<file path="config.mk">
export PLATFORM = sky130hd
export DESIGN_NAME = ksi_lane
export DESIGN_NICKNAME = d
export VERILOG_FILES = /design/src/hw/rtl/ksi_pkg.sv /design/src/hw/rtl/ksi_lane.sv
export SDC_FILE = /design/constraint.sdc
export NUM_CORES = 2
export LEC_CHECK = 0
export BUFFER_PORTS_ARGS = -buffer_cell sky130_fd_sc_hd__buf_2
export CORE_UTILIZATION = 45
export CTS_BUF_LIST = sky130_fd_sc_hd__clkbuf_8
export DETAILED_ROUTE_END_ITERATION = 7
export PLACE_DENSITY = 0.59
export SKIP_LAST_GASP = 1
export SLEW_MARGIN = 20
export SYNTH_ARGS = -nofsm -noshare
export SYNTH_HDL_FRONTEND = slang
export SYNTH_SLANG_ARGS = --single-unit
</file>
<file path="constraint.sdc">
create_clock -name clock -period 9.2 [get_ports clock]
set_input_delay 1.38 -clock clock [delete_from_list [all_inputs] [get_ports clock]]
set_output_delay 1.38 -clock clock [all_outputs]
set_load 0.02 [all_outputs]
</file>
<file path="src/hw/rtl/ksi_pkg.sv">
// Shared types and constants for the keyframe sampler/interpolator.
// No dependencies.
package ksi_pkg;

   localparam int unsigned DIV_BITS  = 48;
   localparam logic [16:0] LFAC_ONE  = 17'h10000;
   localparam int unsigned OUT_VALUES = 4;

   localparam logic OP_WRITE  = 1'b0;
   localparam logic OP_SAMPLE = 1'b1;

   localparam logic CSR_INTERP_MODE = 1'b0;
   localparam logic CSR_KEY_COUNT   = 1'b1;

   localparam logic MODE_STEP   = 1'b0;
   localparam logic MODE_LINEAR = 1'b1;

   localparam logic [1:0] ST_SAMPLED = 2'd0;
   localparam logic [1:0] ST_EMPTY   = 2'd1;
   localparam logic [1:0] ST_ORDER   = 2'd2;
   localparam logic [1:0] ST_WRITTEN = 2'd3;

   typedef struct packed {
      logic we;
      logic cap_pv;
      logic cap_nv;
      logic do_diff;
      logic do_mul;
      logic do_add;
      logic blend;
   } lane_ctrl_type;

endpackage

</file>
<file path="src/hw/rtl/ksi_lane.sv">
// One component lane: its slice of the key value memory and the lerp datapath.
// Depends on ksi_pkg.
module ksi_lane #(
   parameter int unsigned MAX_KEYS = 64,
   localparam int unsigned KW = $clog2(MAX_KEYS)
) (
   input  logic                    clock,
   input  ksi_pkg::lane_ctrl_type  ctrl,
   input  logic [KW-1:0]           wr_addr,
   input  logic [31:0]             wr_data,
   input  logic [KW-1:0]           rd_addr,
   input  logic [16:0]             lfac,
   output logic [31:0]             value
);
   logic [31:0]        mem [MAX_KEYS];
   logic [31:0]        rdata_ff;
   logic signed [31:0] pv_ff, nv_ff;
   logic signed [32:0] diff_ff, diff_in;
   logic signed [50:0] prod_ff, prod_in;
   logic [31:0]        res_ff, res_in;

   always_ff @(posedge clock) begin
      if (ctrl.we) begin
         mem[wr_addr] <= wr_data;
      end
      rdata_ff <= mem[rd_addr];
   end

   always_comb begin
      diff_in = 33'(nv_ff) - 33'(pv_ff);
      prod_in = 51'($signed({1'b0, lfac})) * 51'(diff_ff);
      res_in  = ctrl.blend ? 32'(51'(pv_ff) + (prod_ff >>> 16)) : pv_ff;
   end

   always_ff @(posedge clock) begin
      if (ctrl.cap_pv)  pv_ff   <= rdata_ff;
      if (ctrl.cap_nv)  nv_ff   <= rdata_ff;
      if (ctrl.do_diff) diff_ff <= diff_in;
      if (ctrl.do_mul)  prod_ff <= prod_in;
      if (ctrl.do_add)  res_ff  <= res_in;
   end

   assign value = res_ff;
endmodule

</file>
==> key figures <==
STA
  – Max Fclk: 139 MHz
  – Sum Neg Setup Slack: 0 ps
  – RSZ-0062 raised after global routing: no
  – Slew margin rel.: 23.5%
  – Pins Over Slew Limit: 0
  – Final setup fails: 0
  – Tmin final: 7220 ps
  – Final Hold Viols: 0
  – Clock Skew: 104 ps
  – Slew of the pin with the lowest slew margin: 1150 ps
  – Final critical-path share of the clock period: 78.5%

Floorplan
  – Die area: 235,000 um^2
  – Boundary pin count: 101
  – # rows: 176
  – Die width: 485 um
  – Initial core utilization: 45.5%
  – Die height: 485 um
  – Core area: 231,000 um^2

Synth
  – Top_reg_cell synth: edfxtp_1
  – Post-synth EDFFs: 2,209
  – Synth Instances: 5,715
  – Number of warnings issued by yosys: 0
  – Avg Inst Size Synth: 18.4 um^2
  – Number of synthesized register bits: 2,241
  – Post-synth ARST share: 0%
  – Synth unique cells: 69
  – Post-Syn Nets: 6,473
  – Netlist Area Pre-Place: 105,000 um^2
  – Sequential share of the synthesized area: 63.9%

CTS
  – Clock-pin transition on the worst setup and hold timing paths: 60 ps
  – CTS tree: done
  – CTS root buffer: clkbuf_8
  – Hold_buf cts: 0
  – CTS sink count: 2,241
  – Post-CTS Setup Bufs: 0
  – Post_cts resized: 0
  – CTS Buf Count: 381
  – Clock Tree Buf Depth: 4
  – Clock latency on the worst-skew pair: 1080 ps
  – H-tree lvl count: 5

Finish
  – Commonest non-fill, non-tap cell in the layout: edfxtp_1
  – Layout area overhead: 11.1%
  – Area of the multi-input gates: 35,000 um^2
  – Register Area: 67,000 um^2
  – Share of layout cells above drive strength 1: 22.3%
  – Most frequent cells in the layout: 2,209 x edfxtp_1, 763 x inv_1, 663 x mux4_2
  – Fill cells: 18,917
  – Final Net Count: 6,812

Placed design
  – Final GP Congestion: 0.815
  – IO Port Bufs: 100
  – Post-DP HPWL: 149,000 um

Worst setup path
  – Critical Path AT: 8010 ps
  – Worst R2R Path Depth: 22
  – WS Path Type: reg -> reg
  – Worst-path maximum fanout: 17
  – CP required: 9990 ps
  – Crit end category: flop
  – Startpoint types: flop

Run
  – # Max-Cap Violations: 0

Min path
  – Worst Hold Depth: 0
  – Hold/Removal Path Class: reg -> reg

GRT
  – First-pass GRT wire length: 383,000 um
  – Initial antenna violation count: 24
  – Grt ovf: 0
  – Vias in the first global route: 56,302
  – Total GRT Usage: 22.7%
  – Largest net degree at the start of global routing: 108

Routing
  – Via density: 5.63
  – Vias after detailed routing: 52,656
  – Per-cell routed wire length: 27.9 um
  – TritonRoute pass-1 iters: 7
  – Drt drc: 0
  – Initial DRC Count: 4,796
  – Routed WL: 261,000 um
  – ANT nets after route: 0

Outcome
  – Run status: finished clean
==> logic make-up after synthesis <==
family	Yosys count	synth area share, %
AND/OR/NAND/NOR	847	4.10
AO/OA/AOI/OAI	265	1.66
buffers and inverters	890	3.20
adder cells (fa/ha/maj)	689	11.9
multiplexers	687	14.5
XOR/XNOR	96	0.802
flip-flops	2241	63.9
==> sequential cells by signal, summed over array words and instances (netlist names) <==
register	flops
mem	2048
diff_ff	33
nv_ff	32
prod_ff	32
pv_ff	32
rdata_ff	32
value	32
==> cells in the mapped netlist, drive strengths merged, types with 3 or more instances <==
cell	instances	area, um^2
o31ai	5	37.5
nand2	302	1130
o21bai	8	60.1
and4	3	26.3
a21oi	71	355
nor2	100	375
and3	9	56.3
nand3	18	90.1
nand4	14	87.6
mux4	663	14900
nor4	3	18.8
or4	3	22.5
mux2	11	124
xor2	27	236
a211oi	10	87.6
or2	3	18.8
and2	324	2030
nand2b	14	87.6
inv	638	2390
or3	10	67.6
dfxtp	32	641
edfxtp	2209	66300
fa	516	10300
nor3	19	105
o211a	3	30.0
a21o	37	278
a211o	4	35.0
nand3b	7	52.6
clkbuf	183	687
mux2i	13	130
o21ai	74	382
nor2b	12	75.1
a21boi	5	41.3
buf	69	273
xnor2	69	604
o21a	9	67.6
a31oi	11	98.8
o211ai	9	72.6
ha	173	2160
==> stage by stage <==
step | std cells | utilization [%] | instance area, um^2 | hold slack, ps | setup WS [ps]
CTS | 9347 | 50.5 | 116000 | 411 | 1960
detailed placement | 8695 | 47.5 | 110000 | 414 | 922
floorplan | 5715 | - | 105000 | 404 | 1760
global placement | 8695 | 47.5 | 110000 | 406 | 935
global route | 9350 | 50.5 | 117000 | 413 | 1690
finish | 9354 | 50.5 | 117000 | 423 | 1980
==> layout make-up <==
class / count / share of cell area (%)
Multi-Input combinational cell: 2584 / 30.1
Antenna cell: 5 / 0.0107
Inverter: 638 / 2.05
Timing Repair Buffer: 208 / 1.34
Clock buffer: 396 / 4.68
Tap cell: 3026 / 3.25
Sequential cell: 2241 / 57.5
Clock inverter: 256 / 1.13
==> critical path, cell delays in order (launching register included) <==
cell and delay, ps:
edfxtp_1 1010, nand2_1 190, fa_1 580, inv_1 60, fa_1 500, fa_1 590
fa_1 450, fa_1 500, inv_1 50, fa_1 480, inv_1 40, ha_1 330
a21oi_1 160, nor2_1 50, a211oi_1 520, o21ai_0 180, nand2_1 170, a31oi_4 70
a21oi_1 280, o21bai_1 180, a211o_1 320, a21oi_1 180, xnor2_1 80
==> worst paths after layout <==
| check | start | end | slack (ps) |
|---|---|---|---|
| worst min-delay path | rdata_ff[26]$_DFF_P_ | nv_ff[26]$_DFFE_PP_ | 420 |
| worst max register to register | diff_ff[17]$_DFFE_PP_ | prod_ff[40]$_DFFE_PP_ | 1980 |
| worst min register to register | rdata_ff[26]$_DFF_P_ | nv_ff[26]$_DFFE_PP_ | 420 |
| worst max-delay path | diff_ff[17]$_DFFE_PP_ | prod_ff[40]$_DFFE_PP_ | 1980 |
==> layer usage <==
layer / wire (um) / global-route usage, % / vias to the layer above
met5: 22 / 0 / -
met4: 5570 / 5.91 / 4
met3: 16900 / 4.39 / 417
met2: 131000 / 38.2 / 1648
met1: 107000 / 30.2 / 28403
li1: - / - / 22184
Power is left out: the tool's default activity adds up to more than one toggle a clock period on the data nets, which glitch-free logic cannot reach.
