$ cat src/hw/rtl/ksi_pkg.sv
// Shared types and constants for the keyframe sampler/interpolator.
// No dependencies.
package ksi_pkg;

   localparam int unsigned DIV_BITS  = 48;
   localparam logic [16:0] LFAC_ONE  = 17'h10000;
   localparam int unsigned OUT_VALUES = 4;

   localparam logic OP_WRITE  = 1'b0;
   localparam logic OP_SAMPLE = 1'b1;

   localparam logic CSR_INTERP_MODE = 1'b0;
   localparam logic CSR_KEY_COUNT   = 1'b1;

   localparam logic MODE_STEP   = 1'b0;
   localparam logic MODE_LINEAR = 1'b1;

   localparam logic [1:0] ST_SAMPLED = 2'd0;
   localparam logic [1:0] ST_EMPTY   = 2'd1;
   localparam logic [1:0] ST_ORDER   = 2'd2;
   localparam logic [1:0] ST_WRITTEN = 2'd3;

   typedef struct packed {
      logic we;
      logic cap_pv;
      logic cap_nv;
      logic do_diff;
      logic do_mul;
      logic do_add;
      logic blend;
   } lane_ctrl_type;

endpackage

$ cat src/hw/rtl/ksi_div.sv
// Radix-2 restoring divider, one quotient bit per cycle; used for time wrap
// and the lerp factor. Depends on ksi_pkg.
module ksi_div (
   input  logic        clock,
   input  logic        reset,
   input  logic        start,
   input  logic [47:0] dividend,
   input  logic [31:0] divisor,
   output logic        busy,
   output logic        done,
   output logic [47:0] quotient,
   output logic [31:0] remainder
);
   logic        busy_ff, busy_in, done_ff, done_in;
   logic [5:0]  cnt_ff, cnt_in;
   logic [31:0] rem_ff, rem_in, dsr_ff, dsr_in;
   logic [47:0] quo_ff, quo_in;
   logic [32:0] sh;
   logic        ge;

   always_comb begin
      sh      = {rem_ff, quo_ff[47]};
      ge      = sh >= {1'b0, dsr_ff};
      busy_in = busy_ff;
      done_in = 1'b0;
      cnt_in  = cnt_ff;
      rem_in  = rem_ff;
      quo_in  = quo_ff;
      dsr_in  = dsr_ff;
      if (start) begin
         busy_in = 1'b1;
         cnt_in  = '0;
         rem_in  = '0;
         quo_in  = dividend;
         dsr_in  = divisor;
      end else if (busy_ff) begin
         rem_in = ge ? 32'(sh - {1'b0, dsr_ff}) : sh[31:0];
         quo_in = {quo_ff[46:0], ge};
         cnt_in = cnt_ff + 6'd1;
         if (cnt_ff == 6'(ksi_pkg::DIV_BITS - 1)) begin
            busy_in = 1'b0;
            done_in = 1'b1;
         end
      end
   end

   always_ff @(posedge clock) begin
      if (reset) begin
         busy_ff <= 1'b0;
         done_ff <= 1'b0;
      end else begin
         busy_ff <= busy_in;
         done_ff <= done_in;
      end
      cnt_ff <= cnt_in;
      rem_ff <= rem_in;
      quo_ff <= quo_in;
      dsr_ff <= dsr_in;
   end

   assign busy      = busy_ff;
   assign done      = done_ff;
   assign quotient  = quo_ff;
   assign remainder = rem_ff;
endmodule

$ cat config.mk
export PLATFORM = sky130hd
export DESIGN_NAME = ksi_div
export DESIGN_NICKNAME = d
export VERILOG_FILES = /design/src/hw/rtl/ksi_pkg.sv /design/src/hw/rtl/ksi_div.sv
export SDC_FILE = /design/constraint.sdc
export NUM_CORES = 1
export LEC_CHECK = 0
export ABC_AREA = 1
export BUFFER_PORTS_ARGS = -buffer_cell sky130_fd_sc_hd__buf_4
export CORE_ASPECT_RATIO = 0.6
export CORE_UTILIZATION = 43
export CTS_CLUSTER_SIZE = 8
export DETAILED_ROUTE_END_ITERATION = 12
export PLACE_DENSITY = 0.75
export SYNTH_ARGS = -nofsm -noshare
export SYNTH_HDL_FRONTEND = slang
export SYNTH_SLANG_ARGS = --single-unit
$ cat constraint.sdc
create_clock -name clock -period 8.05 [get_ports clock]
set_clock_uncertainty 0.15 [all_clocks]
set_input_delay 2.0125 -clock clock [delete_from_list [all_inputs] [get_ports clock]]
set_output_delay 2.0125 -clock clock [all_outputs]
set_load 0.05 [all_outputs]
==> flow_summary.ini, run 1 <==
[critical_path]
critical_path.slowest_cell = inv_1
critical_path_class = input pin to flip-flop
crit_chain = buf_4 > inv_2 > nand2_1 > inv_1 > nand3_1 > o21ai_1
cp.depth = 6
crit_path_end_kind = flip-flop
rr_startpoint = dsr_ff[24]$_DFFE_PP_
crit_required_ns = 8.24
worst_r2r_path_depth = 13
cp-start-kind = input pin
rr_endpoint = remainder[6]$_SDFFE_PP0P_
cp_num_buf_inv = 3
slowest_delay_ns = 0.90
reg2reg_setup_slack_ns = 4.73
crit_family = buffers and inverters
arrival_ns = 3.69
worstSetupStartpoint = start
crit_path_end = remainder[6]$_SDFFE_PP0P_
path_max_fanout = 34

[routing]
via_per_inst = 4.91
wl_per_cell_um = 14.9
first_iter_violations = 696
totalWireLength_um = 21700
via_count = 7167
ant_nets = 0
first_pass_iters = 5
post-route-drc-count = 0

[power]
p_total_mw = 1.83
p_leak_nw = 5.09
ir_drop_mv = 0.149
powerDensity_mw_per_mm2 = 193

[grt]
grt_overflow = 0
grt_usage = 0.251
grt_max_degree = 59
grt_pass1_wl_um = 34400
grt_pass1_vias = 6564
antenna_found_initial = 0

[timing]
drv_slew = 0
setup_violations = 0
timing.final.crit_share = 0.434
setup_tns_ns = 0
timing.fmax_ghz = 0.286
slew_headroom = 0.179
fin_ws_ns = 4.55
finalHoldViolations = 0
worstMarginPinSlew_ns = 1.23
rsz0062_at_grt = no
post-route-min-period_ns = 3.50

[floorplanning]
ios = 165
die_area_sq_mm = 0.0179
core.rowCount = 36
initial_core_util = 0.450
die_w_um = 172
core_sq_mm = 0.0166
die_h_um = 104

[placement]
dp_slack_ns = 4.18
dp_hpwl_um = 16000
io_buffers = 164
gp_congestion = 1.01

[worst_hold_path]
whs_path_depth = 2
hold_class = flip-flop to flip-flop

[synth]
syn_inst = 1060
ys_seq_area_frac = 0.429
synth_nets = 1177
ys_seq_elements = 120
synth_cell_types = 33
synth_area_sq_mm = 0.00746
syn_area_per_cell_sq_um = 7.04
yosys_warnings = 0

[clock_tree]
numClockSinks = 120
cts_buffers = 17
clockBufferDepth = 2
post_cts_resized = 0
cts_tree = done
cts.clk_slew.worst_paths_ns = 0.06
root_buffer = clkbuf_16
cts_hold_buf = 0
post_cts_buffers = 0
insertion_delay_ns = 0.43
htreeDepth = 4

[cells_and_area]
area_growth_pct = 27.0
nFillCells = 1603
final_nets = 1338
antenna_cells = 0
drive_gt1_frac = 0.170
fin_util = 0.572

[flow_run]
maxCapViolCount = 0

[run_status]
status = finished clean
-- tightest hold or removal path, stage by stage, from the launching register on --
cell and delay [ns]:
dfxtp_1 0.33, nand2_1 0.07, nand2_1 0.04
-- routing by layer --
layer / global-route usage / wire length, um / share of wire / vias to the layer above
li1: - / - / - / 3608
met1: 0.393 / 11000 / 0.51 / 3262
met2: 0.335 / 8670 / 0.40 / 264
met3: 0.0525 / 1730 / 0.080 / 33
met4: 0.0809 / 325 / 0.015 / 0
met5: 0 / 0 / 0 / -
-- placed cells by master, fill, tap and decap left out, drive strengths merged --
| master | n |
|---|---|
| nand2 | 465 |
| clkinvlp | 3 |
| nor2 | 53 |
| ha | 33 |
| nand3b | 14 |
| clkinv | 3 |
| nor4 | 1 |
| a21oi | 21 |
| nand4 | 8 |
| bufinv | 4 |
| nor3 | 7 |
| a31oi | 1 |
| clkbuf | 19 |
| xor2 | 1 |
| and2 | 4 |
| o21bai | 3 |
| o21ai | 17 |
| o21a | 2 |
| a22o | 1 |
| edfxtp | 80 |
| dfxtp | 40 |
| buf | 168 |
| nand3 | 86 |
| fa | 1 |
| xnor2 | 13 |
| inv | 185 |
-- stage by stage --
| stage | area [sq um] | std cells | hold WS, ns |
|---|---|---|---|
| final | 9480 | 1461 | 0.338 |
| after global routing | 9480 | 1461 | 0.353 |
| after CTS | 9480 | 1461 | 0.334 |
| after detailed placement | 8870 | 1430 | 0.326 |
| after global placement | 8870 | 1430 | 0.327 |
| after floorplan | 7460 | 1060 | 0.304 |
-- layout make-up --
cell class,instances,area (sq um),share of cell area
sequential,120,3200,0.338
clock buffer,19,433,0.0457
multi-input combinational,731,3430,0.362
timing repair buffer,168,1260,0.133
inverter,183,687,0.0725
tap,228,285,0.0301
clock inverter,12,175,0.0185
-- cells in the mapped netlist --
cell type  count  area share
xnor2_1       13       0.015
a21oi_1       21       0.014
nor2_2         3      0.0025
buf_6          4      0.0060
buf_1          1     0.00050
nand2_1      462        0.23
inv_1        181       0.091
o21ai_1        9      0.0060
edfxtp_1      80        0.32
buf_4          1      0.0010
nand4_1        8      0.0067
nand3_2        2      0.0027
inv_2          2      0.0010
nand2_4        1      0.0015
nand3b_1      14       0.014
nor4_1         1     0.00084
a31oi_1        1     0.00084
buf_2          7      0.0047
o21ai_0        8      0.0054
o21a_1         2      0.0020
nor3_1         7      0.0047
nor2_1        49       0.025
nand3_1       84       0.056
dfxtp_1       40        0.11
clkbuf_1      13      0.0065
nor2_4         1      0.0015
o21bai_1       3      0.0030
fa_1           1      0.0027
and2_1         4      0.0034
xor2_1         1      0.0012
a22o_1         1      0.0012
ha_1          33       0.055
nand2_2        2      0.0017
-- power by group --
part / internal, mW / switching [mW]
clock network: 0.516 / 0.290
registers: 0.706 / 0.0204
logic: 0.0964 / 0.202
-- kinds of logic (layout without fill, tap and decap cells) --
group | Yosys count | count (layout) | synth area share
simple gates | 638 | 638 | 0.353
buf+inv | 209 | 382 | 0.111
compound gates | 45 | 45 | 0.0325
flops | 120 | 120 | 0.429
fa+ha+maj | 34 | 34 | 0.0580
xor+xnor | 14 | 14 | 0.0164
-- registers in the layout, indices dropped and copies added (netlist names) --
name       flops
busy           1
cnt_ff         6
done           1
dsr_ff        32
quotient      48
remainder     32
-- worst min path at each step --
stage / startpoint / endpoint / slack [ns]
5_1_grt: remainder[18]$_SDFFE_PP0P_ / remainder[18]$_SDFFE_PP0P_ / 0.35
6_report: remainder[18]$_SDFFE_PP0P_ / remainder[18]$_SDFFE_PP0P_ / 0.34
3_5_place_dp: remainder[21]$_SDFFE_PP0P_ / remainder[21]$_SDFFE_PP0P_ / 0.33
4_1_cts: remainder[21]$_SDFFE_PP0P_ / remainder[21]$_SDFFE_PP0P_ / 0.33
3_3_place_gp: remainder[17]$_SDFFE_PP0P_ / remainder[17]$_SDFFE_PP0P_ / 0.33
2_1_floorplan: cnt_ff[0]$_SDFFE_PP0P_ / cnt_ff[0]$_SDFFE_PP0P_ / 0.30
(Power assumes the default switching activity.)
==> inputs of run 2 (changes only) <==
--- a/config.mk
+++ b/config.mk
@@ -5,13 +5,13 @@
 export SDC_FILE = /design/constraint.sdc
 export NUM_CORES = 1
 export LEC_CHECK = 0
-export ABC_AREA = 1
+export ABC_AREA = 0
 export BUFFER_PORTS_ARGS = -buffer_cell sky130_fd_sc_hd__buf_4
 export CORE_ASPECT_RATIO = 0.6
 export CORE_UTILIZATION = 43
 export CTS_CLUSTER_SIZE = 8
 export DETAILED_ROUTE_END_ITERATION = 12
-export PLACE_DENSITY = 0.75
+export PLACE_DENSITY = 0.78
 export SYNTH_ARGS = -nofsm -noshare
 export SYNTH_HDL_FRONTEND = slang
 export SYNTH_SLANG_ARGS = --single-unit
==> constraint.sdc (replaced) <==
create_clock -name clock -period 3.2 [get_ports clock]
set_clock_uncertainty 0.15 [all_clocks]
set_input_delay 0.8 -clock clock [delete_from_list [all_inputs] [get_ports clock]]
set_output_delay 0.8 -clock clock [all_outputs]
set_load 0.05 [all_outputs]
==> run 2 against run 1 <==
  * Die area shrank 9.4%
  * Sequential share of layout area rose by 1.9 points
  * Sequential power rose to 2.6 times the previous value
  * Cell area shrank 5.1%
  * Clock-buffer cell count decreased by 2
  * Critical path depth increased by 5
  * Synthesized area fell by 9.5%
  * Flip-flop and latch count unchanged
  * Wire length decreased by 19%
  * Synthesized cell count down 42%
  * Cell count shrank 31%
  * Highest routed layer unchanged
==> flow_summary.ini, run 2 <==
[clock_tree]
root_buffer = clkbuf_16
cts_buffers = 17
insertion_delay_ns = 0.42
cts_tree = done
clockBufferDepth = 2
htreeDepth = 4
cts.clk_slew.worst_paths_ns = 0.06
numClockSinks = 120

[synth]
synth_top_area_share = 0.356
ys_seq_area_frac = 0.474
syn_inst = 611
yosysMostFrequentCell = edfxtp_1
netlist_top_cells_area = edfxtp_1, dfxtp_1, mux2_2, ha_1, mux2i_1
synth_nets = 728
synth_cell_types = 68
syn_area_per_cell_sq_um = 11.0
yosysTopAreaCell = edfxtp_1
ys.flop_type = edfxtp_1
synth_area_sq_mm = 0.00675
synth_common_cells = edfxtp_1, nor2_1, mux2_2, dfxtp_1, inv_1
synthArstFlopShare = 0
synth-edff-count = 80
ys_seq_elements = 120
yosys_warnings = 0

[placement]
gp_congestion = 0.927
io_buffers = 164
dp_cells = 978
dp_hpwl_um = 12700

[floorplanning]
core.rowCount = 35
initial_core_util = 0.440
die_h_um = 99.1
ios = 165
die_area_sq_mm = 0.0162
die_w_um = 164
core_sq_mm = 0.0153

[cells_and_area]
largest_reg_flops = 48
drive_gt1_frac = 0.387
final_common_cell = buf_4
final_nets = 913
area_growth_pct = 33.3
final_cells = 1012
antenna_cells = 0
final_cell_mix = buf_4, edfxtp_1, nor2_1, mux2_2, inv_1

[critical_path]
path_max_fanout = 12
arrival_ns = 3.30
cp-start-kind = flip-flop
crit_path_end_kind = flip-flop
crit_required_ns = 3.38
critical_path_class = flip-flop to flip-flop

[power]
powerDensity_mw_per_mm2 = 590
ir_drop_mv = 0.324
p_leak_nw = 3.85

[worst_hold_path]
hold_class = flip-flop to flip-flop

[routing]
post-route-drc-count = 0
wl_per_cell_um = 17.4
via_count = 5442
first_pass_iters = 5
totalWireLength_um = 17600
via_per_inst = 5.38
first_iter_violations = 372
ant_nets = 0

[run_status]
status = finished clean

[grt]
grt_usage = 0.218
grt_pass1_vias = 5135
grt_max_degree = 119
grt_overflow = 0
antenna_found_initial = 0
grt_pass1_wl_um = 27200

[timing]
drv_slew = 0
setup_violations = 0
worstMarginPinSlew_ns = 0.714
timing.final.crit_share = 0.976
finalHoldViolations = 0
timing.fmax_ghz = 0.320
setup_tns_ns = 0
slew_headroom = 0.524
post-route-min-period_ns = 3.12

[flow_run]
maxCapViolCount = 0
## run 2: critical path: stages, from the launching register on
cell and delay (ns):
edfxtp_1 0.32, inv_1 0.04, ha_1 0.37, a21oi_2 0.18, o21ai_0 0.13, a41o_1 0.31
o31ai_4 0.29, a31oi_4 0.15, a211o_4 0.40, buf_4 0.21, and4b_1 0.23, nor4_2 0.24
## run 2: worst paths after layout
| path | start | to | slack [ns] | depth (start not counted) |
|---|---|---|---|---|
| setup / recovery | dsr_ff[10]$_DFFE_PP_ | remainder[25]$_SDFFE_PP0P_ | 0.08 | 11 |
| hold reg to reg | cnt_ff[5]$_SDFFE_PP0P_ | cnt_ff[5]$_SDFFE_PP0P_ | 0.34 | 2 |
| hold / removal | cnt_ff[5]$_SDFFE_PP0P_ | cnt_ff[5]$_SDFFE_PP0P_ | 0.34 | 2 |
| setup reg to reg | dsr_ff[10]$_DFFE_PP_ | remainder[25]$_SDFFE_PP0P_ | 0.08 | 11 |
## run 2: kinds of logic (layout without fill, tap and decap cells)
kind of cell               count (synthesis)  count (layout)  share of synthesized area
and+or+nand+nor                          138             138                      0.100
DFF                                      120             120                      0.474
xor gates and xnor gates                  30              30                     0.0389
adders and majority gates                 34              34                     0.0641
AOI/OAI and AO/OA                        144             144                      0.155
buffers and inverters                     71             269                     0.0480
muxes                                     74              74                      0.119
## run 2: layout make-up
class | count | area (sq um)
multi-input cells | 420 | 3300
well taps | 203 | 254
fillers | 1297 | 6330
repair buffers | 197 | 1490
clock buffers | 17 | 425
inverters | 40 | 150
clock inverters | 15 | 165
flip-flops and latches | 120 | 3210
## run 2: layer usage
metal	vias up	part of all wire	track usage
met1	2580	0.49	0.326
met2	188	0.43	0.309
met3	20	0.064	0.0518
met4	0	0.013	0.0648
met5	-	0	0
li1	2654	-	-
## run 2: through the flow
step / hold WS, ns / setup WS [ns] / power (mW) / utilization / cell area [sq um]
3_5_place_dp: 0.327 / -0.0312 / 3.37 / 0.543 / 8320
3_3_place_gp: 0.318 / 0.0694 / 3.35 / 0.543 / 8320
6_report: 0.341 / 0.0771 / 5.31 / 0.587 / 9000
5_1_grt: 0.366 / -0.0573 / 5.52 / 0.587 / 9000
4_1_cts: 0.345 / 0.0306 / 5.31 / 0.583 / 8940
2_1_floorplan: 0.304 / 0.00294 / 2.92 / - / 6760
## run 2: report_power, final
group          switching, mW  total, mW  internal (mW)
clock                  0.759       1.92           1.16
combinational          0.910       1.48          0.574
sequential            0.0876       1.90           1.82
## run 2: what timing repair did
action	4_1_cts	5_1_grt
gates resized for setup	3	14
setup buffers	1	1
pin swaps	1	2
hold buffers	0	0
endpoints found under the setup margin	2	32
==> inputs of run 3 (changes only) <==
--- a/config.mk
+++ b/config.mk
@@ -7,11 +7,14 @@
 export LEC_CHECK = 0
 export ABC_AREA = 0
 export BUFFER_PORTS_ARGS = -buffer_cell sky130_fd_sc_hd__buf_4
+export CELL_PAD_IN_SITES_DETAIL_PLACEMENT = 1
+export CELL_PAD_IN_SITES_GLOBAL_PLACEMENT = 2
 export CORE_ASPECT_RATIO = 0.6
-export CORE_UTILIZATION = 43
+export CORE_UTILIZATION = 32
+export CTS_BUF_LIST = sky130_fd_sc_hd__clkbuf_8
 export CTS_CLUSTER_SIZE = 8
 export DETAILED_ROUTE_END_ITERATION = 12
-export PLACE_DENSITY = 0.78
+export PLACE_DENSITY = 0.88
 export SYNTH_ARGS = -nofsm -noshare
 export SYNTH_HDL_FRONTEND = slang
 export SYNTH_SLANG_ARGS = --single-unit
==> run 3 against run 2 <==
  * Utilization is 14 points lower
  * Clock power down 20%
  * Highest routed layer unchanged
  * First-iteration DRC count shrank 15%
  * Flip-flop and latch count unchanged
  * Die area increased by 34%
  * Combinational power rose by 5%
  * Critical path depth unchanged
  * Worst hold slack gained 0.021 ns
  * Register-to-register slack improved by 0.02 ns
==> flow_summary.ini, run 3 (synthesis gave the netlist of run 2 again) <==
[critical_path]
rr_endpoint = remainder[25]$_SDFFE_PP0P_
crit_path_end = remainder[25]$_SDFFE_PP0P_
path_max_fanout = 14
worst_r2r_path_depth = 11
rr_startpoint = dsr_ff[7]$_DFFE_PP_
cp-start-kind = flip-flop
worstSetupStartpoint = dsr_ff[7]$_DFFE_PP_
reg2reg_setup_slack_ns = 0.10
critical_path_class = flip-flop to flip-flop
arrival_ns = 3.31
crit_path_end_kind = flip-flop
crit_required_ns = 3.41

[clock_tree]
htreeDepth = 4
root_buffer = clkbuf_8
insertion_delay_ns = 0.46
cts_tree = done
cts_buffers = 17
clockBufferDepth = 2
numClockSinks = 120
cts_hold_buf = 0
cts.clk_slew.worst_paths_ns = 0.09

[floorplanning]
core_sq_mm = 0.0203
die_h_um = 115
core.rowCount = 40
initial_core_util = 0.332
die_w_um = 190
die_area_sq_mm = 0.0217
ios = 165

[timing]
setup_tns_ns = 0
timing.fmax_ghz = 0.323
worst_hold_slack_ns = 0.361
setup_violations = 0
post-route-min-period_ns = 3.10
timing.final.crit_share = 0.969
drv_slew = 0
worstMarginPinSlew_ns = 0.643
finalHoldViolations = 0
fin_ws_ns = 0.100
slew_headroom = 0.571

[routing]
post-route-drc-count = 0
totalWireLength_um = 21200
first_iter_violations = 315
via_per_inst = 5.08
wl_per_cell_um = 19.4
first_pass_iters = 5
ant_nets = 0
via_count = 5549

[grt]
grt.met3_usage = 0.0521
antenna_found_initial = 0
grt_overflow = 0
grtUsageMet2 = 0.295
grt_usage = 0.201
grt_pass1_vias = 5825
busiest_layer = met2
grt_pass1_wl_um = 33000
grt_max_degree = 46
gr-usage-met1 = 0.289

[cells_and_area]
final_area_sq_mm = 0.00908
final_cells = 1092
final_nets = 923
antenna_cells = 0
final_common_cell = buf_4
final_cell_mix = buf_4, edfxtp_1, nor2_1, mux2_2, inv_1
largest_reg_flops = 48
drive_gt1_frac = 0.400
fin_util = 0.447
area_growth_pct = 34.4

[placement]
dp_hpwl_um = 16100
gp_congestion = 0.910
io_buffers = 164
dp_slack_ns = -0.0292
dp_cells = 1060
placed_area_sq_mm = 0.00854

[power]
p_total_mw = 4.99
powerDensity_mw_per_mm2 = 550
p_leak_nw = 3.84
ir_drop_mv = 0.339

[worst_hold_path]
hold_class = input pin to flip-flop

[run_status]
status = finished clean

[flow_run]
maxCapViolCount = 0
-- run 3: power by group --
part,leakage [nW],switching (mW),internal (mW)
registers,1.13,0.0884,1.81
clock network,0.216,0.729,0.810
logic,2.50,0.950,0.599
-- run 3: per-layer routing --
| layer | vias to the layer above | part of all wire | wire length [um] |
|---|---|---|---|
| li1 | 2666 | - | - |
| met1 | 2751 | 0.51 | 10800 |
| met2 | 116 | 0.43 | 9080 |
| met3 | 16 | 0.049 | 1040 |
| met4 | 0 | 0.010 | 212 |
| met5 | - | 0 | 0 |
-- run 3: layout make-up --
cell class,count,area [sq um]
inverter,40,150
timing repair buffer,207,1600
tap,273,342
clock buffer,18,248
clock inverter,14,185
sequential,120,3210
multi-input combinational,420,3330
fill,2303,11200
-- run 3: critical path, cell delays in order (launching register included) --
cell	delay [ns]
edfxtp_1	0.37
inv_1	0.07
ha_2	0.32
a211o_1	0.34
o211ai_2	0.18
a21oi_2	0.10
o31ai_4	0.30
a31oi_4	0.14
a211o_4	0.41
buf_12	0.18
and4b_1	0.20
nor4_2	0.24
-- run 3: timing repair --
item | in CTS | in global routing
cloned | 0 | 0
resized for setup | 2 | 21
pin swaps | 0 | 3
setup endpoints to repair | 24 | 27
buffers inserted | 0 | 0
-- run 3: how the worst min path moves through the flow --
stage / from / endpoint / slack [ns] / cells past startpoint
floorplan: cnt_ff[5]$_SDFFE_PP0P_ / cnt_ff[5]$_SDFFE_PP0P_ / 0.30 / 2
global placement: cnt_ff[5]$_SDFFE_PP0P_ / cnt_ff[5]$_SDFFE_PP0P_ / 0.32 / 2
detailed placement: cnt_ff[5]$_SDFFE_PP0P_ / cnt_ff[5]$_SDFFE_PP0P_ / 0.34 / 2
CTS: divisor[30] / dsr_ff[30]$_DFFE_PP_ / 0.33 / 1
global route: divisor[30] / dsr_ff[30]$_DFFE_PP_ / 0.33 / 1
finish: divisor[30] / dsr_ff[30]$_DFFE_PP_ / 0.36 / 1
